<file path="src/twp_pkg.sv">
// Shared types, codes and a helper function for the pager wrap tracker.
`timescale 1ns / 1ps
package twp_pkg;

    localparam int TAB_STOP_DEF = 8;

    localparam logic [1:0] CFG_PAGE_LINES  = 2'd0;
    localparam logic [1:0] CFG_SCREEN_COLS = 2'd1;
    localparam logic [1:0] CFG_PAGING_ON   = 2'd2;

    localparam logic [1:0] KIND_ECHO   = 2'd0;
    localparam logic [1:0] KIND_PROMPT = 2'd1;
    localparam logic [1:0] KIND_DROP   = 2'd2;

    localparam logic [1:0] CHOICE_FULL  = 2'd0;
    localparam logic [1:0] CHOICE_SHORT = 2'd1;
    localparam logic [1:0] CHOICE_MINI  = 2'd2;
    localparam logic [1:0] CHOICE_TINY  = 2'd3;

    localparam logic [4:0] LEN_FULL  = 5'd29;
    localparam logic [4:0] LEN_SHORT = 5'd17;
    localparam logic [4:0] LEN_MINI  = 5'd8;
    localparam logic [4:0] LEN_TINY  = 5'd1;

    localparam logic [7:0] CODE_TAB   = 8'd9;
    localparam logic [7:0] CODE_LF    = 8'd10;
    localparam logic [7:0] CODE_CR    = 8'd13;
    localparam logic [7:0] CODE_SPACE = 8'd32;
    localparam logic [7:0] CODE_DEL   = 8'd127;
    localparam logic [7:0] CODE_Q_LO  = 8'h71;
    localparam logic [7:0] CODE_Q_UP  = 8'h51;

    localparam logic [7:0] COLS_DEFAULT = 8'd80;

    typedef struct packed {
        logic [7:0] page_lines;
        logic [7:0] screen_cols;
        logic       paging_on;
    } t_cfg;

    typedef struct packed {
        logic [7:0] a;
        logic [7:0] b;
        logic       sub;
    } t_alu_req;

    typedef struct packed {
        logic [7:0] sum;
        logic       carry;
    } t_alu_rsp;

    typedef struct packed {
        logic [1:0] kind;
        logic [7:0] echo_code;
        logic [1:0] choice;
        logic [4:0] len;
    } t_result;

    typedef struct packed {
        logic [1:0] choice;
        logic [4:0] len;
    } t_prompt;

    // longest prompt text that fits one short of the width
    function automatic t_prompt prompt_fit(input logic [7:0] cols);
        logic [7:0] w;
        t_prompt    p;
        w = (cols == 8'd0) ? COLS_DEFAULT : cols;
        if (w > 8'd1) begin
            w = w - 8'd1;
        end
        if (w >= 8'(LEN_FULL)) begin
            p = '{choice: CHOICE_FULL, len: LEN_FULL};
        end else if (w >= 8'(LEN_SHORT)) begin
            p = '{choice: CHOICE_SHORT, len: LEN_SHORT};
        end else if (w >= 8'(LEN_MINI)) begin
            p = '{choice: CHOICE_MINI, len: LEN_MINI};
        end else begin
            p = '{choice: CHOICE_TINY, len: LEN_TINY};
        end
        return p;
    endfunction

endpackage

</file>
<file path="src/twp_req_if.sv">
// Request channel carrying output bytes and prompt keys.
`timescale 1ns / 1ps
interface twp_req_if;
    logic       valid;
    logic       ready;
    logic       action;
    logic [7:0] byte_code;

    modport source (output valid, output action, output byte_code, input ready);
    modport sink   (input valid, input action, input byte_code, output ready);
endinterface

</file>
<file path="src/twp_rsp_if.sv">
// Result channel carrying echo, prompt and drop results.
`timescale 1ns / 1ps
interface twp_rsp_if;
    logic       valid;
    logic       ready;
    logic [1:0] kind;
    logic [7:0] echo_code;
    logic [1:0] prompt_choice;
    logic [4:0] prompt_chars;
    logic       last;

    modport source (output valid, output kind, output echo_code, output prompt_choice,
                    output prompt_chars, output last, input ready);
    modport sink   (input valid, input kind, input echo_code, input prompt_choice,
                    input prompt_chars, input last, output ready);
endinterface

</file>
<file path="src/twp_alu.sv">
// Shared 8-bit add/subtract unit with carry out.
`timescale 1ns / 1ps
module twp_alu (
    input  twp_pkg::t_alu_req i_req,
    output twp_pkg::t_alu_rsp o_rsp
);
    import twp_pkg::*;

    logic [8:0] full;

    always_comb begin
        full = {1'b0, i_req.a} + {1'b0, (i_req.sub ? ~i_req.b : i_req.b)} + 9'(i_req.sub);
        o_rsp.sum   = full[7:0];
        o_rsp.carry = full[8];
    end
endmodule

</file>
<file path="src/twp_seq.sv">
// Sequencer holding cursor and page state; drives the shared adder step by step.
`timescale 1ns / 1ps
module twp_seq #(
    parameter int TAB_STOP = twp_pkg::TAB_STOP_DEF
) (
    input  logic              i_clk,
    input  logic              i_rst_n,
    input  twp_pkg::t_cfg     i_cfg,
    twp_req_if.sink           i_req,
    twp_rsp_if.source         o_rsp,
    output twp_pkg::t_alu_req o_alu,
    input  twp_pkg::t_alu_rsp i_alu
);
    import twp_pkg::*;

    localparam int CW      = $clog2(TAB_STOP + 1);
    localparam int TAB_SH  = 8 + $clog2(TAB_STOP);
    localparam int TAB_MUL = ((1 << TAB_SH) + TAB_STOP - 1) / TAB_STOP;

    typedef enum logic [7:0] {
        S_IDLE  = 8'b0000_0001,
        S_LA    = 8'b0000_0010,
        S_LB    = 8'b0000_0100,
        S_CELLS = 8'b0000_1000,
        S_W0    = 8'b0001_0000,
        S_W2    = 8'b0010_0000,
        S_W3    = 8'b0100_0000,
        S_OUT   = 8'b1000_0000
    } t_state;

    typedef enum logic [1:0] {
        RET_LINE = 2'd0,
        RET_VIS  = 2'd1,
        RET_WRAP = 2'd2
    } t_ret;

    t_state        r_state, n_state;
    logic [1:0]    r_n, n_n;
    t_result       r_res0, n_res0, r_res1, n_res1;
    logic [7:0]    r_col, n_col;
    logic [7:0]    r_lc, n_lc;
    logic          r_wrap, n_wrap;
    logic          r_quit, n_quit;
    logic          r_await, n_await;
    logic [CW-1:0] r_pc, n_pc;
    logic          r_pe, n_pe;
    logic [7:0]    r_pb, n_pb;
    logic [7:0]    r_byte, n_byte;
    logic [CW-1:0] r_cells, n_cells;
    logic [7:0]    r_avail, n_avail;
    t_ret          r_ret, n_ret;

    logic          emit_en;
    t_result       emit_res;
    logic          accept;
    logic          prompt_hit;
    logic [7:0]    cells8;
    t_prompt       pfit;
    logic [17:0]   tab_prod;
    logic [7:0]    tab_quo;
    logic [15:0]   tab_base;
    logic [7:0]    tab_rem;

    assign accept  = i_req.valid && i_req.ready;
    assign pfit    = prompt_fit(i_cfg.screen_cols);

    // column modulo the tab stop by reciprocal multiply
    assign tab_prod = {10'd0, r_col} * 18'(TAB_MUL);
    assign tab_quo  = 8'(tab_prod >> TAB_SH);
    assign tab_base = {8'd0, tab_quo} * 16'(TAB_STOP);
    assign tab_rem  = r_col - tab_base[7:0];

    assign i_req.ready          = (r_state == S_IDLE);
    assign o_rsp.valid          = (r_state == S_OUT);
    assign o_rsp.kind           = r_res0.kind;
    assign o_rsp.echo_code      = r_res0.echo_code;
    assign o_rsp.prompt_choice  = r_res0.choice;
    assign o_rsp.prompt_chars   = r_res0.len;
    assign o_rsp.last           = (r_n == 2'd1);

    always_comb begin
        n_state  = r_state;
        n_n      = r_n;
        n_res0   = r_res0;
        n_res1   = r_res1;
        n_col    = r_col;
        n_lc     = r_lc;
        n_wrap   = r_wrap;
        n_quit   = r_quit;
        n_await  = r_await;
        n_pc     = r_pc;
        n_pe     = r_pe;
        n_pb     = r_pb;
        n_byte   = r_byte;
        n_cells  = r_cells;
        n_avail  = r_avail;
        n_ret    = r_ret;
        emit_en  = 1'b0;
        emit_res = '{kind: KIND_ECHO, echo_code: 8'd0, choice: 2'd0, len: 5'd0};
        o_alu    = '{a: 8'd0, b: 8'd0, sub: 1'b0};
        prompt_hit = 1'b0;
        cells8   = 8'd0;

        case (r_state)
            S_IDLE: begin
                if (accept) begin
                    if (r_quit || (!i_req.action && r_await) || (i_req.action && !r_await)) begin
                        emit_en       = 1'b1;
                        emit_res.kind = KIND_DROP;
                        n_state       = S_OUT;
                    end else if (i_req.action) begin
                        n_await = 1'b0;
                        n_lc    = 8'd0;
                        n_col   = 8'd0;
                        n_wrap  = 1'b0;
                        if (i_req.byte_code == CODE_Q_LO || i_req.byte_code == CODE_Q_UP) begin
                            n_quit  = 1'b1;
                            n_pe    = 1'b0;
                            n_pc    = '0;
                            n_pb    = 8'd0;
                            n_state = S_OUT;
                        end else if (r_pe) begin
                            n_pe               = 1'b0;
                            n_pb               = 8'd0;
                            n_pc               = '0;
                            emit_en            = 1'b1;
                            emit_res.echo_code = r_pb;
                            n_byte             = r_pb;
                            n_state            = S_CELLS;
                        end else if (r_pc != '0) begin
                            n_cells = r_pc;
                            n_pc    = '0;
                            if (i_cfg.paging_on && i_cfg.screen_cols != 8'd0) begin
                                n_state = S_W0;
                            end else begin
                                n_state = S_OUT;
                            end
                        end else begin
                            n_state = S_OUT;
                        end
                    end else if (i_req.byte_code == CODE_LF) begin
                        emit_en            = 1'b1;
                        emit_res.echo_code = i_req.byte_code;
                        if (i_cfg.paging_on) begin
                            n_col   = 8'd0;
                            n_wrap  = 1'b0;
                            n_ret   = RET_LINE;
                            n_state = S_LA;
                        end else begin
                            n_state = S_OUT;
                        end
                    end else if (i_req.byte_code == CODE_CR) begin
                        emit_en            = 1'b1;
                        emit_res.echo_code = i_req.byte_code;
                        if (i_cfg.paging_on) begin
                            n_col  = 8'd0;
                            n_wrap = 1'b0;
                        end
                        n_state = S_OUT;
                    end else begin
                        n_byte = i_req.byte_code;
                        if (i_cfg.paging_on && r_wrap) begin
                            n_col   = 8'd0;
                            n_wrap  = 1'b0;
                            n_ret   = RET_VIS;
                            n_state = S_LA;
                        end else begin
                            emit_en            = 1'b1;
                            emit_res.echo_code = i_req.byte_code;
                            n_state            = S_CELLS;
                        end
                    end
                end
            end
            S_LA: begin
                o_alu   = '{a: r_lc, b: 8'd1, sub: 1'b0};
                n_lc    = i_alu.sum;
                n_state = S_LB;
            end
            S_LB: begin
                o_alu      = '{a: r_lc, b: i_cfg.page_lines, sub: 1'b1};
                prompt_hit = (i_cfg.page_lines != 8'd0) && i_alu.carry;
                if (prompt_hit) begin
                    emit_en         = 1'b1;
                    emit_res.kind   = KIND_PROMPT;
                    emit_res.choice = pfit.choice;
                    emit_res.len    = pfit.len;
                    n_await         = 1'b1;
                end
                case (r_ret)
                    RET_LINE: begin
                        n_state = S_OUT;
                    end
                    RET_VIS: begin
                        if (prompt_hit) begin
                            n_pe    = 1'b1;
                            n_pb    = r_byte;
                            n_state = S_OUT;
                        end else begin
                            emit_en            = 1'b1;
                            emit_res.echo_code = r_byte;
                            n_state            = S_CELLS;
                        end
                    end
                    RET_WRAP: begin
                        if (prompt_hit) begin
                            n_pc    = r_cells;
                            n_state = S_OUT;
                        end else begin
                            n_state = S_W0;
                        end
                    end
                    default: begin
                        n_state = S_OUT;
                    end
                endcase
            end
            S_CELLS: begin
                if (r_byte == CODE_TAB) begin
                    cells8 = (i_cfg.screen_cols != 8'd0) ? 8'(TAB_STOP) - tab_rem
                                                         : 8'(TAB_STOP);
                end else if (r_byte >= CODE_SPACE && r_byte <= CODE_DEL) begin
                    cells8 = 8'd1;
                end
                n_cells = cells8[CW-1:0];
                if (!i_cfg.paging_on || cells8 == 8'd0 || i_cfg.screen_cols == 8'd0) begin
                    n_state = S_OUT;
                end else begin
                    n_state = S_W0;
                end
            end
            S_W0: begin
                o_alu = '{a: i_cfg.screen_cols, b: r_col, sub: 1'b1};
                if (!i_alu.carry || i_alu.sum == 8'd0) begin
                    n_col   = 8'd0;
                    n_wrap  = 1'b0;
                    n_ret   = RET_WRAP;
                    n_state = S_LA;
                end else begin
                    n_avail = i_alu.sum;
                    n_state = S_W2;
                end
            end
            S_W2: begin
                o_alu = '{a: 8'(r_cells), b: r_avail, sub: 1'b1};
                if (!i_alu.carry) begin
                    n_state = S_W3;
                end else begin
                    n_cells = i_alu.sum[CW-1:0];
                    if (i_alu.sum == 8'd0) begin
                        n_col   = i_cfg.screen_cols;
                        n_wrap  = 1'b1;
                        n_state = S_OUT;
                    end else begin
                        n_col   = 8'd0;
                        n_wrap  = 1'b0;
                        n_ret   = RET_WRAP;
                        n_state = S_LA;
                    end
                end
            end
            S_W3: begin
                o_alu   = '{a: r_col, b: 8'(r_cells), sub: 1'b0};
                n_col   = i_alu.sum;
                n_state = S_OUT;
            end
            S_OUT: begin
                if (o_rsp.ready) begin
                    n_res0 = r_res1;
                    n_n    = r_n - 2'd1;
                    if (r_n == 2'd1) begin
                        n_state = S_IDLE;
                    end
                end
            end
            default: begin
                n_state = S_IDLE;
            end
        endcase

        if (emit_en) begin
            if (r_n == 2'd0) begin
                n_res0 = emit_res;
            end else begin
                n_res1 = emit_res;
            end
            n_n = r_n + 2'd1;
        end

        // skip the result stage when the request produced nothing
        if (r_state != S_OUT && n_state == S_OUT && n_n == 2'd0) begin
            n_state = S_IDLE;
        end
    end

    always_ff @(posedge i_clk) begin
        if (!i_rst_n) begin
            r_state <= S_IDLE;
            r_n     <= 2'd0;
            r_col   <= 8'd0;
            r_lc    <= 8'd0;
            r_wrap  <= 1'b0;
            r_quit  <= 1'b0;
            r_await <= 1'b0;
            r_pc    <= '0;
            r_pe    <= 1'b0;
            r_pb    <= 8'd0;
        end else begin
            r_state <= n_state;
            r_n     <= n_n;
            r_col   <= n_col;
            r_lc    <= n_lc;
            r_wrap  <= n_wrap;
            r_quit  <= n_quit;
            r_await <= n_await;
            r_pc    <= n_pc;
            r_pe    <= n_pe;
            r_pb    <= n_pb;
        end
    end

    always_ff @(posedge i_clk) begin
        r_res0  <= n_res0;
        r_res1  <= n_res1;
        r_byte  <= n_byte;
        r_cells <= n_cells;
        r_avail <= n_avail;
        r_ret   <= n_ret;
    end
endmodule

</file>
<file path="src/terminal_wrap_pagination_tracker.sv">
// Top level of the pager wrap tracker: configuration registers, sequencer and adder.
`timescale 1ns / 1ps
// Echoes output bytes and follows the cursor column and line count across the
// configured screen. When a page fills, a prompt result is issued and further
// bytes are dropped until a key request arrives; q or Q stops the stream for good.
// One request at a time: i_req.ready is high only while the block is idle, and
// the results of a request, at most two, are then offered on o_rsp in order, the
// final one flagged by last. After the accept, each operation is one step on the
// shared adder: a printable byte goes through the wrap steps S_W0, S_W2, S_W3, a
// line count through S_LA and S_LB, and a tab wrapping over several narrow lines
// repeats the wrap and line-count steps for each line crossed; S_OUT then offers each result.
module terminal_wrap_pagination_tracker #(
    parameter int TAB_STOP = twp_pkg::TAB_STOP_DEF
) (
    input  logic       i_clk,
    input  logic       i_rst_n,
    input  logic       i_cfg_we,
    input  logic [1:0] i_cfg_idx,
    input  logic [7:0] i_cfg_data,
    twp_req_if.sink    i_req,
    twp_rsp_if.source  o_rsp
);
    import twp_pkg::*;

    t_cfg     r_cfg;
    t_alu_req alu_req;
    t_alu_rsp alu_rsp;

    always_ff @(posedge i_clk) begin
        if (!i_rst_n) begin
            r_cfg.page_lines  <= 8'd24;
            r_cfg.screen_cols <= COLS_DEFAULT;
            r_cfg.paging_on   <= 1'b1;
        end else if (i_cfg_we) begin
            case (i_cfg_idx)
                CFG_PAGE_LINES:  r_cfg.page_lines  <= i_cfg_data;
                CFG_SCREEN_COLS: r_cfg.screen_cols <= i_cfg_data;
                CFG_PAGING_ON:   r_cfg.paging_on   <= i_cfg_data[0];
                default: begin
                end
            endcase
        end
    end

    twp_alu u_alu (
        .i_req (alu_req),
        .o_rsp (alu_rsp)
    );

    twp_seq #(
        .TAB_STOP (TAB_STOP)
    ) u_seq (
        .i_clk   (i_clk),
        .i_rst_n (i_rst_n),
        .i_cfg   (r_cfg),
        .i_req   (i_req),
        .o_rsp   (o_rsp),
        .o_alu   (alu_req),
        .i_alu   (alu_rsp)
    );
endmodule

</file>
<file path="src/flat_wrapper.sv">
// flat-port wrapper written by rule: the top's interface ports become plain ports
module terminal_wrap_pagination_tracker_flat import twp_pkg::*;
#(
    parameter int TAB_STOP = twp_pkg::TAB_STOP_DEF
)
  (i_clk, i_rst_n, i_cfg_we, i_cfg_idx, i_cfg_data, i_req_valid, i_req_action, i_req_byte_code, i_req_ready, o_rsp_valid, o_rsp_kind, o_rsp_echo_code, o_rsp_prompt_choice, o_rsp_prompt_chars, o_rsp_last, o_rsp_ready);
  twp_req_if i_req_i ();
  twp_rsp_if o_rsp_i ();
  input  logic i_clk;
  input  logic i_rst_n;
  input  logic i_cfg_we;
  input  logic [1:0] i_cfg_idx;
  input  logic [7:0] i_cfg_data;
  input wire logic [$bits(i_req_i.valid)-1:0] i_req_valid;
  input wire logic [$bits(i_req_i.action)-1:0] i_req_action;
  input wire logic [$bits(i_req_i.byte_code)-1:0] i_req_byte_code;
  output wire logic [$bits(i_req_i.ready)-1:0] i_req_ready;
  output wire logic [$bits(o_rsp_i.valid)-1:0] o_rsp_valid;
  output wire logic [$bits(o_rsp_i.kind)-1:0] o_rsp_kind;
  output wire logic [$bits(o_rsp_i.echo_code)-1:0] o_rsp_echo_code;
  output wire logic [$bits(o_rsp_i.prompt_choice)-1:0] o_rsp_prompt_choice;
  output wire logic [$bits(o_rsp_i.prompt_chars)-1:0] o_rsp_prompt_chars;
  output wire logic [$bits(o_rsp_i.last)-1:0] o_rsp_last;
  input wire logic [$bits(o_rsp_i.ready)-1:0] o_rsp_ready;
  assign i_req_i.valid = i_req_valid;
  assign i_req_i.action = i_req_action;
  assign i_req_i.byte_code = i_req_byte_code;
  assign i_req_ready = i_req_i.ready;
  assign o_rsp_valid = o_rsp_i.valid;
  assign o_rsp_kind = o_rsp_i.kind;
  assign o_rsp_echo_code = o_rsp_i.echo_code;
  assign o_rsp_prompt_choice = o_rsp_i.prompt_choice;
  assign o_rsp_prompt_chars = o_rsp_i.prompt_chars;
  assign o_rsp_last = o_rsp_i.last;
  assign o_rsp_i.ready = o_rsp_ready;
  terminal_wrap_pagination_tracker #(.TAB_STOP(TAB_STOP)) u_core (.i_clk(i_clk), .i_rst_n(i_rst_n), .i_cfg_we(i_cfg_we), .i_cfg_idx(i_cfg_idx), .i_cfg_data(i_cfg_data), .i_req(i_req_i), .o_rsp(o_rsp_i));
endmodule
</file>
<file path="config.mk">
export PLATFORM = sky130hd
export DESIGN_NAME = terminal_wrap_pagination_tracker_flat
export DESIGN_NICKNAME = d
export VERILOG_FILES = /design/src/twp_pkg.sv /design/src/twp_req_if.sv /design/src/twp_rsp_if.sv /design/src/twp_alu.sv /design/src/twp_seq.sv /design/src/terminal_wrap_pagination_tracker.sv /design/src/flat_wrapper.sv
export SDC_FILE = /design/constraint.sdc
export NUM_CORES = 1
export LEC_CHECK = 0
export BUFFER_PORTS_ARGS = -buffer_cell sky130_fd_sc_hd__buf_2
export CAP_MARGIN = 40
export CORE_UTILIZATION = 45
export DETAILED_ROUTE_END_ITERATION = 7
export GPL_ROUTABILITY_DRIVEN = 0
export GPL_TIMING_DRIVEN = 0
export PLACE_DENSITY_LB_ADDON = 0.12
export SYNTH_ARGS = -nofsm -noshare
export SYNTH_HDL_FRONTEND = slang
export SYNTH_SLANG_ARGS = --single-unit
</file>
<file path="constraint.sdc">
create_clock -name i_clk -period 6.6 [get_ports i_clk]
set_clock_uncertainty 0.2 [all_clocks]
set_input_delay 0.99 -clock i_clk [delete_from_list [all_inputs] [get_ports i_clk]]
set_output_delay 0.99 -clock i_clk [all_outputs]
set_load 0.01 [all_outputs]
</file>
After elaboration in Yosys (flattened, before gate mapping):

Cells that the tools add are included.

* $add $sub $neg: 7
* eq/ne operators: 43
* mux-type cells: 140
* reduce and logical (&&, ||, !) cells: 50
* bitwise logic cells: 5
* $lt $le $gt $ge: 6

Operators with widths (count)
* $mux W8: 57
* $pmux W17 S5: 1
* $mux W17: 4
* $mux W4: 16
* $pmux W8 S8: 1
* $pmux W8 S2: 3
* $eq A8 B4 Y1 const B: 4
* $pmux W8 S4: 1
* $mux W1: 28
* $mux W2: 14
* $mux W7: 4
* $eq A8 B7 Y1 const B: 3
* $logic_not A8 Y1: 3
* $ne A2 B2 Y1 const B: 11
* $reduce_and A7 Y1: 3
* $pmux W10 S2: 1
* $reduce_and A6 Y1: 3
* $eq A8 B8 Y1 const B: 2
* $ge A8 B5 Y1 const B: 2
* $reduce_bool A8 Y1: 2
* $mux W6: 2
* $ne A2 B1 Y1 const B: 6
* $pmux W4 S3: 1
* $mux W10: 1
* other kinds (43): 78

* register bits: 115

Logic depth before layout (Yosys ltp):

Gate-level depths: netlist of the first run.

* depth in word-level cells: 15
* depth in mapped cells: 19

Hierarchy:

Synthesis of the first run repeated with hierarchy kept, for this count alone.

* cells, all modules: 726
* area, all modules: 6520.0 sq um

By module, submodules not included
* twp_seq: cells an instance 608, seq. area each 2322.2 sq um, area an instance 5432.7 sq um, times used 1
* terminal_wrap_pagination_tracker: cells an instance 70, seq. area each 340.3 sq um, area an instance 689.4 sq um, times used 1
* twp_alu: cells an instance 48, seq. area each 0.0 sq um, area an instance 397.9 sq um, times used 1

Worst setup path after synthesis of the first run:

Ideal clock, no wire load.

* path type: reg2reg
* start: reg u_core.u_seq.r_state[5]
* end: reg u_core.u_seq.r_wrap
* stages on the path, launching flop included: 18
* arrival time: 4.701 ns
* library setup time: 0.120 ns
* slack: 1.579 ns
* period minus slack after synthesis: 5.021 ns
* buffers on the path: 4
* path through: dfxtp_1 > clkbuf_1 > or4_4 > nor4_2 > clkbuf_1 > buf_1 > a222oi_1 > inv_1 > ha_1 > clkbuf_1 > o211a_1 > a221oi_2 > xnor2_1 > or4_1 > or3_4 > nor3_4 > nor2_1 > o31a_1

RTL lines
* from (decl): line twp_seq.sv:37 `t_state r_state, n_state;`
* from (signal assigned): line twp_seq.sv:309 `r_state <= n_state;`
* to (signal assigned): line twp_seq.sv:313 `r_wrap <= n_wrap;`
* to (decl): line twp_seq.sv:42 `logic r_wrap, n_wrap;`

==> flow_summary.rst, run 1 <==
.. list-table::
   :header-rows: 1

   * - Metric
     - Value
   * - Status
     - finished clean
   * - Most used standard cell by instance count after synthesis
     - nand2_1
   * - Period Utilization, post-route
     - 96.4%
   * - Fill count
     - 1259
   * - Final critical path time including I/O delays and setup
     - 6.36 ns
   * - Area added between synthesis and finish
     - 16.0%
   * - Ant. Diodes
     - 0
   * - Top cell type by total area after synthesis
     - dfxtp_1
   * - Count of flip-flops with a built-in enable after synthesis
     - 38
   * - Post-Synthesis Net Count
     - 752
   * - Finished Core Util
     - 54.4%
   * - Final number of hold-violating endpoints
     - 0
   * - Largest net degree at the start of global routing
     - 17
   * - Capturing element type of the critical path
     - flop
   * - Final nets
     - 819
   * - Signal arrival time at the worst endpoint
     - 6.46 ns
   * - Total Power Consumption
     - 1.97 mW
   * - Mean number of vias per cell
     - 6.08
   * - Number of search-and-repair iterations in the first detailed-routing pass
     - 5
   * - Final ANT Viol Nets
     - 0
   * - Clock sink total
     - 114
   * - Number of standard cells after synthesis
     - 712
   * - Global-route wire length before repair
     - 29800 um
   * - Buffers inserted during post-CTS setup optimization
     - 0
   * - Worst Max-Slew Pin Slew
     - 0.864 ns
   * - Residual DRC count
     - 0
   * - Antenna violations before repair
     - 0
   * - Proportion of synthesized flip-flops having asynchronous set or reset
     - 0%
   * - Number of input and output port buffers inserted
     - 43
   * - Most used standard cells in the synthesized netlist
     - 95 x nand2_1, 76 x dfxtp_1, 59 x nor2_1
   * - Fin Setup TNS
     - 0 ns
   * - Power density over the cells
     - 268 nW/um2
   * - Die W
     - 121 um
   * - Overall via count from detail_route
     - 5884
   * - Summed instance area of the synthesized netlist
     - 6330 um2
   * - Average cell area after synthesis
     - 8.89 um2
   * - Count of routing violations after the opening detailed-route iteration
     - 615
   * - Crit Path Class
     - flop to flop
   * - Main synth FF type
     - dfxtp_1
   * - Worst vdd rail ir drop
     - 163 uV
   * - Number of pins exceeding their max-slew limit in the final report
     - 0
   * - Post-DR wirelength/cell
     - 19.7 um
   * - Share of cells above drive strength 1
     - 13.6%
   * - Total Wirelength
     - 19100 um
   * - Pint
     - 1.42 mW
   * - Count of unique library cells instantiated by Yosys
     - 77
   * - Y dimension of the die
     - 121 um
   * - Required time at the worst-slack endpoint
     - 6.70 ns
   * - Root Driver
     - clkbuf_16
   * - Clock slew at the register clock pins of the worst setup and hold paths
     - 0.05 ns
   * - Post-cts sizing count
     - 0
   * - TritonCTS clock tree
     - built
   * - Register share of total power
     - 41.3%
   * - Cell leakage power
     - 2.97 nW
   * - Die area
     - 14500 um2
   * - Share of Yosys cell area claimed by the top area cell type
     - 24.0%
   * - Half-perimeter wire length after placement
     - 14200 um
   * - Switching power
     - 0.552 mW
   * - Storage element area
     - 2660 um2
   * - I/O pin cnt
     - 44
   * - Count of yosys warnings during synthesis
     - 0
   * - Number of levels in the clock H-tree
     - 4
   * - Fmax
     - 0.157 GHz
   * - Number of buffers created by CTS
     - 17
   * - Congestion Overflow GR
     - 0
   * - Place WS
     - 0.231 ns
   * - Fraction of power consumed by combinational cells
     - 15.5%
   * - All-Layer GR Usage
     - 27.2%
   * - Part of the power in the clock network
     - 43.2%
   * - Dominant cells by area after synthesis
     - dfxtp_1 24%, edfxtp_1 18%, nand2_1 5.6%
   * - Worst-skew pair later-pin latency
     - 0.42 ns
   * - Number of maximum-capacitance constraint violations
     - 0
   * - Relative slew slack
     - 42.4%
   * - Max Buffers Root-to-Sink
     - 2
   * - Number of rows created at floorplan
     - 42
   * - Worst setup SP type
     - flop
   * - Net Sw Frac
     - 28.0%
   * - Initial Util
     - 46.9%
   * - Unrepaired setup endpoints after global routing
     - no
   * - Core footprint
     - 13500 um2
   * - Footprint of the multi-input gates
     - 3430 um2
   * - Fin worst setup slack
     - 0.240 ns
   * - Sequential area share after synthesis
     - 42.1%
   * - Biggest fanout along the worst timing path
     - 10
   * - Number of buffers inserted for hold repair after clock tree synthesis
     - 0
   * - Final setup vio count
     - 0
   * - Vias in the first global route
     - 5568
   * - Min-delay worst type
     - flop to flop
   * - Flip-flop and latch count after synthesis
     - 114
-- final cells by class --
cell class,count,share of cell area (%)
clock buffer,21,6.13
buffer,38,1.94
multi-input combinational,532,46.7
clock inverter,11,1.19
timing repair buffer,48,3.37
sequential,114,36.2
inverter,28,1.43
tap,176,3.00
-- worst paths after layout --
kind / startpoint / to / slack, ns / depth (start not counted)
max: u_core.u_seq.r_state[4] / u_core.u_seq.r_state[0] / 0.24 / 17
min: u_core.u_seq.o_rsp.prompt_chars[1] / u_core.u_seq.o_rsp.prompt_chars[1] / 0.24 / 2
max reg2reg: u_core.u_seq.r_state[4] / u_core.u_seq.r_state[0] / 0.24 / 17
min reg2reg: u_core.u_seq.o_rsp.prompt_chars[1] / u_core.u_seq.o_rsp.prompt_chars[1] / 0.24 / 2
-- state kept, by name (all words and copies together) (netlist names), 4 cells and up --
name	cells
u_core.u_seq.r_res1	16
u_core.u_seq.r_byte	8
u_core.u_seq.r_pc	4
u_core.u_seq.r_col	8
u_core.u_seq.r_cells	4
u_core.u_seq.r_lc	8
u_core.u_seq.r_state	8
u_core.u_seq.r_avail	8
u_core.r_cfg	17
u_core.u_seq.o_rsp.echo_code	8
u_core.u_seq.o_rsp.prompt_chars	5
u_core.u_seq.r_pb	8
-- power by group through the flow --
stage          clock (mW)  sequential (mW)  combinational, mW
2_1_floorplan           0            0.831              0.186
3_3_place_gp            0            0.826              0.290
3_5_place_dp            0            0.828              0.301
4_1_cts             0.857            0.814              0.303
5_1_grt             0.887            0.820              0.335
6_report            0.849            0.813              0.305
-- placed cells by master, fill, tap and decap left out, drive strengths merged, types with 22 or more instances in the layout --
master / netlist / routed
buf: 5 / 53
nor2: 59 / 59
clkbuf: 33 / 54
mux2i: 30 / 30
a22oi: 22 / 22
o21ai: 33 / 33
nand2: 96 / 96
nand3: 35 / 35
inv: 28 / 30
dfxtp: 76 / 76
edfxtp: 38 / 38
a21oi: 40 / 40
-- routing by layer --
layer	track usage (%)	vias to the layer above	part of all wire, %
li1	-	2773	-
met1	34.7	2799	42
met2	43.7	271	48
met3	5.09	41	6.5
met4	14.0	0	3.3
met5	0	-	0
-- metrics by stage --
step / area, um2 / instances / hold slack (ns)
after floorplan: 6330 / 712 / 0.232
after global placement: 6770 / 931 / 0.216
final: 7350 / 968 / 0.242
after global routing: 7350 / 968 / 0.257
after CTS: 7340 / 968 / 0.244
after detailed placement: 6800 / 936 / 0.235
-- critical path, stage by stage, from the launching register on --
cell and delay [ns]:
dfxtp_1 0.30, clkbuf_1 0.22, or4_4 0.61, nor4_4 0.37, clkbuf_1 0.48, buf_1 0.46, a222oi_1 0.18, inv_1 0.10
ha_1 0.23, clkbuf_1 0.21, o211a_1 0.29, a221oi_2 0.38, xnor2_1 0.26, or4_1 0.51, or3_4 0.42, nor4_4 0.51
a21oi_1 0.17, o2111ai_1 0.35
-- cell families (layout without fill, tap and decap cells) --
| logic type | count (synthesis) | count (layout) | share of synthesized area [%] |
|---|---|---|---|
| xor gates and xnor gates | 12 | 12 | 1.78 |
| and+or+nand+nor | 282 | 282 | 22.7 |
| muxes | 38 | 38 | 6.17 |
| AOI/OAI and AO/OA | 184 | 184 | 20.1 |
| buffers and inverters | 66 | 146 | 3.91 |
| DFF | 114 | 114 | 42.1 |
| adders and majority gates | 16 | 16 | 3.28 |
No activity file was read; power rests on OpenSTA's default activity.
==> run 2, diff against run 1 <==
--- a/config.mk
+++ b/config.mk
@@ -5,7 +5,7 @@
 export SDC_FILE = /design/constraint.sdc
 export NUM_CORES = 1
 export LEC_CHECK = 0
-export BUFFER_PORTS_ARGS = -buffer_cell sky130_fd_sc_hd__buf_2
+export BUFFER_PORTS_ARGS = -buffer_cell sky130_fd_sc_hd__clkbuf_2
 export CAP_MARGIN = 40
 export CORE_UTILIZATION = 45
 export DETAILED_ROUTE_END_ITERATION = 7
==> flow_summary.rst, run 2 (synthesized netlist as in run 1, its figures left out) <==
.. list-table::
   :header-rows: 1

   * - Metric
     - Value
   * - Final ANT Viol Nets
     - 0 (unchanged)
   * - Clock sink total
     - 114 (unchanged)
   * - Max FFs per register
     - 17 (unchanged)
   * - Worst setup endpoint
     - u_core.u_seq.r_state[0]
   * - Capturing element type of the critical path
     - flop
   * - Max Buffers Root-to-Sink
     - 2 (unchanged)
   * - Fill count
     - 1237 (-1.7%)
   * - Die W
     - 121 um (unchanged)
   * - Buffers inserted during post-CTS setup optimization
     - 0 (unchanged)
   * - Fraction of power consumed by combinational cells
     - 15.1% (-0.4 points)
   * - Delay of the slowest critical-path stage
     - 0.62 ns (about the same)
   * - Largest register by flop count
     - u_core.r_cfg
   * - Crit path launch
     - u_core.u_seq.r_state[5]
   * - Largest net degree at the start of global routing
     - 17 (unchanged)
   * - Relative slew slack
     - 42.5% (+0.061 points)
   * - Cell count after placement
     - 936 (unchanged)
   * - Final nets
     - 819 (unchanged)
   * - Slowest stage cell, crit path
     - or4_4
   * - Root Driver
     - clkbuf_16
   * - Biggest fanout along the worst timing path
     - 10 (unchanged)
   * - I/O pin cnt
     - 44 (unchanged)
   * - Congestion Overflow GR
     - 0 (unchanged)
   * - Worst setup SP type
     - flop
   * - Pint
     - 1.47 mW (+3.8%)
   * - Summed area of non-filler cells in the final layout
     - 7380 um2 (+0.49%)
   * - Layout Cells excl Fill
     - 968 (unchanged)
   * - Fin Setup TNS
     - 0 ns (unchanged)
   * - Overall via count from detail_route
     - 5872 (-0.20%)
   * - Post-cts sizing count
     - 0 (unchanged)
   * - Top flop regs
     - u_core.r_cfg (17), u_core.u_seq.r_res1 (16)
   * - Power density over the cells
     - 274 nW/um2 (+2.1%)
   * - Residual DRC count
     - 0 (unchanged)
   * - Final critical path time including I/O delays and setup
     - 6.26 ns (-0.0966 ns)
   * - Ant. Diodes
     - 0 (unchanged)
   * - Signal arrival time at the worst endpoint
     - 6.36 ns (-0.10 ns)
   * - Vias in the first global route
     - 5693 (+2.2%)
   * - Post-DR wirelength/cell
     - 19.7 um (about the same)
   * - Area added between synthesis and finish
     - 16.6%
   * - Placed Instance Area
     - 6800 um2 (unchanged)
   * - Switching power
     - 0.549 mW (-0.41%)
   * - Commonest non-fill, non-tap cells in the layout
     - 95 x nand2_1, 76 x dfxtp_1, 59 x nor2_1, 43 x clkbuf_2, 40 x a21oi_1
   * - Number of buffers created by CTS
     - 17 (unchanged)
   * - Part of the power in the clock network
     - 44.5% (+1.3 points)
   * - Status
     - finished clean
   * - Critical R2R Capture
     - u_core.u_seq.r_state[0]
   * - Final number of hold-violating endpoints
     - 0 (unchanged)
   * - Number of search-and-repair iterations in the first detailed-routing pass
     - 5 (unchanged)
   * - Total Wirelength
     - 19100 um (about the same)
   * - Global-route wire length before repair
     - 30300 um (+1.5%)
   * - Half-perimeter wire length after placement
     - 14200 um (about the same)
   * - Clock slew at the register clock pins of the worst setup and hold paths
     - 0.05 ns (about the same)
   * - Min-delay worst type
     - flop to flop
   * - Worst Max-Slew Pin Slew
     - 0.863 ns (-0.000917 ns)
   * - Worst-skew pair later-pin latency
     - 0.42 ns (about the same)
   * - Required time at the worst-slack endpoint
     - 6.70 ns (about the same)
   * - All-Layer GR Usage
     - 27.3% (+0.13 points)
   * - Number of input and output port buffers inserted
     - 43 (unchanged)
   * - Sequence of cells on the critical path
     - clkbuf_1 -> or4_4 -> nor4_4 -> clkbuf_1 -> buf_1 -> a222oi_1 -> inv_1 -> ha_1 -> clkbuf_1 -> o211a_1 -> a221oi_2 -> xnor2_1 -> or4_1 -> or3_4 -> nor4_4 -> a21oi_1 -> o2111ai_1
   * - Net Sw Frac
     - 27.2% (-0.83 points)
   * - Register share of total power
     - 40.4% (-0.9 points)
   * - Share of cells above drive strength 1
     - 13.5% (-0.13 points)
   * - Mean number of vias per cell
     - 6.07 (-0.20%)
   * - Number of buffers inserted for hold repair after clock tree synthesis
     - 0 (unchanged)
   * - Number of levels in the clock H-tree
     - 4 (unchanged)
   * - Launch instance of the worst register-to-register path
     - u_core.u_seq.r_state[5]
   * - Fmax
     - 0.160 GHz (+1.5%)
   * - Most used cell along the critical path
     - clkbuf_1
   * - Die area
     - 14500 um2 (unchanged)
   * - Worst vdd rail ir drop
     - 171 uV (+4.9%)
   * - Crit Path Class
     - flop to flop
   * - Number of maximum-capacitance constraint violations
     - 0 (unchanged)
   * - Core footprint
     - 13500 um2 (unchanged)
   * - Y dimension of the die
     - 121 um (unchanged)
   * - Final setup vio count
     - 0 (unchanged)
   * - Number of rows created at floorplan
     - 42 (unchanged)
   * - Most common cell after layout, fill and taps aside
     - nand2_1
   * - Number of pins exceeding their max-slew limit in the final report
     - 0 (unchanged)
   * - Unrepaired setup endpoints after global routing
     - no
   * - TritonCTS clock tree
     - built
   * - Setup slack of the worst register-to-register path
     - 0.34 ns (+0.10 ns)
   * - Worst R2R Path Depth
     - 17 (unchanged)
   * - Count of routing violations after the opening detailed-route iteration
     - 589 (-4.2%)
   * - Antenna violations before repair
     - 0 (unchanged)
   * - Initial Util
     - 46.9% (unchanged)
   * - Cell leakage power
     - 2.97 nW (about the same)
   * - Period Utilization, post-route
     - 94.9% (-1.5 points)
==> run 2: routing by layer <==
| metal | up-vias | GRT usage (%) | routed length (um) |
|---|---|---|---|
| met5 | - | 0 | 0 |
| met4 | 0 | 14.7 | 744 |
| met3 | 47 | 5.24 | 1150 |
| met2 | 266 | 44.6 | 9130 |
| met1 | 2786 | 33.9 | 8070 |
| li1 | 2773 | - | - |
==> run 2: cell type report <==
class,count,area [um2],area share [%]
multi-input cells,532,3430,46.5
clock inverters,9,105,1.42
plain buffers,38,143,1.93
well taps,176,220,2.98
inverters,28,105,1.42
clock buffers,23,469,6.36
flip-flops and latches,114,2660,36.1
repair buffers,48,248,3.36
==> run 2: worst min path at each step <==
stage / startpoint / to / slack [ns] / depth (start not counted)
2_1_floorplan: u_core.u_seq.r_pb[3] / u_core.u_seq.r_pb[3] / 0.23 / 2
5_1_grt: u_core.u_seq.o_rsp.prompt_chars[1] / u_core.u_seq.o_rsp.prompt_chars[1] / 0.28 / 2
4_1_cts: u_core.u_seq.o_rsp.prompt_chars[1] / u_core.u_seq.o_rsp.prompt_chars[1] / 0.24 / 2
6_report: u_core.u_seq.o_rsp.prompt_chars[1] / u_core.u_seq.o_rsp.prompt_chars[1] / 0.23 / 2
3_3_place_gp: u_core.u_seq.o_rsp.prompt_chars[1] / u_core.u_seq.o_rsp.prompt_chars[1] / 0.22 / 2
3_5_place_dp: u_core.u_seq.o_rsp.prompt_chars[1] / u_core.u_seq.o_rsp.prompt_chars[1] / 0.23 / 2
==> run 2: metrics by stage <==
step | power, mW | hold WS [ns] | setup slack (ns) | util (%)
4_1_cts | 2.03 | 0.236 | 0.251 | 54.6
3_3_place_gp | 1.12 | 0.218 | 0.350 | 50.1
2_1_floorplan | 1.02 | 0.232 | 1.58 | -
5_1_grt | 2.10 | 0.283 | 0.0626 | 54.7
6_report | 2.02 | 0.232 | 0.336 | 54.7
3_5_place_dp | 1.13 | 0.228 | 0.283 | 50.3
==> run 2: power groups by stage <==
stage / registers (mW) / clock network (mW) / logic [mW]
2_1_floorplan: 0.831 / 0 / 0.186
3_3_place_gp: 0.827 / 0 / 0.289
3_5_place_dp: 0.830 / 0 / 0.299
4_1_cts: 0.816 / 0.912 / 0.302
5_1_grt: 0.821 / 0.939 / 0.335
6_report: 0.815 / 0.899 / 0.305
==> run 2: critical path: cells and delay by family, from the launching register on <==
family          cells  cell delay (ns)
compound gates      5             1.30
buf+inv             5             1.44
xor+xnor            1             0.24
fa+ha+maj           1             0.23
flops               1             0.31
simple gates        5             2.41
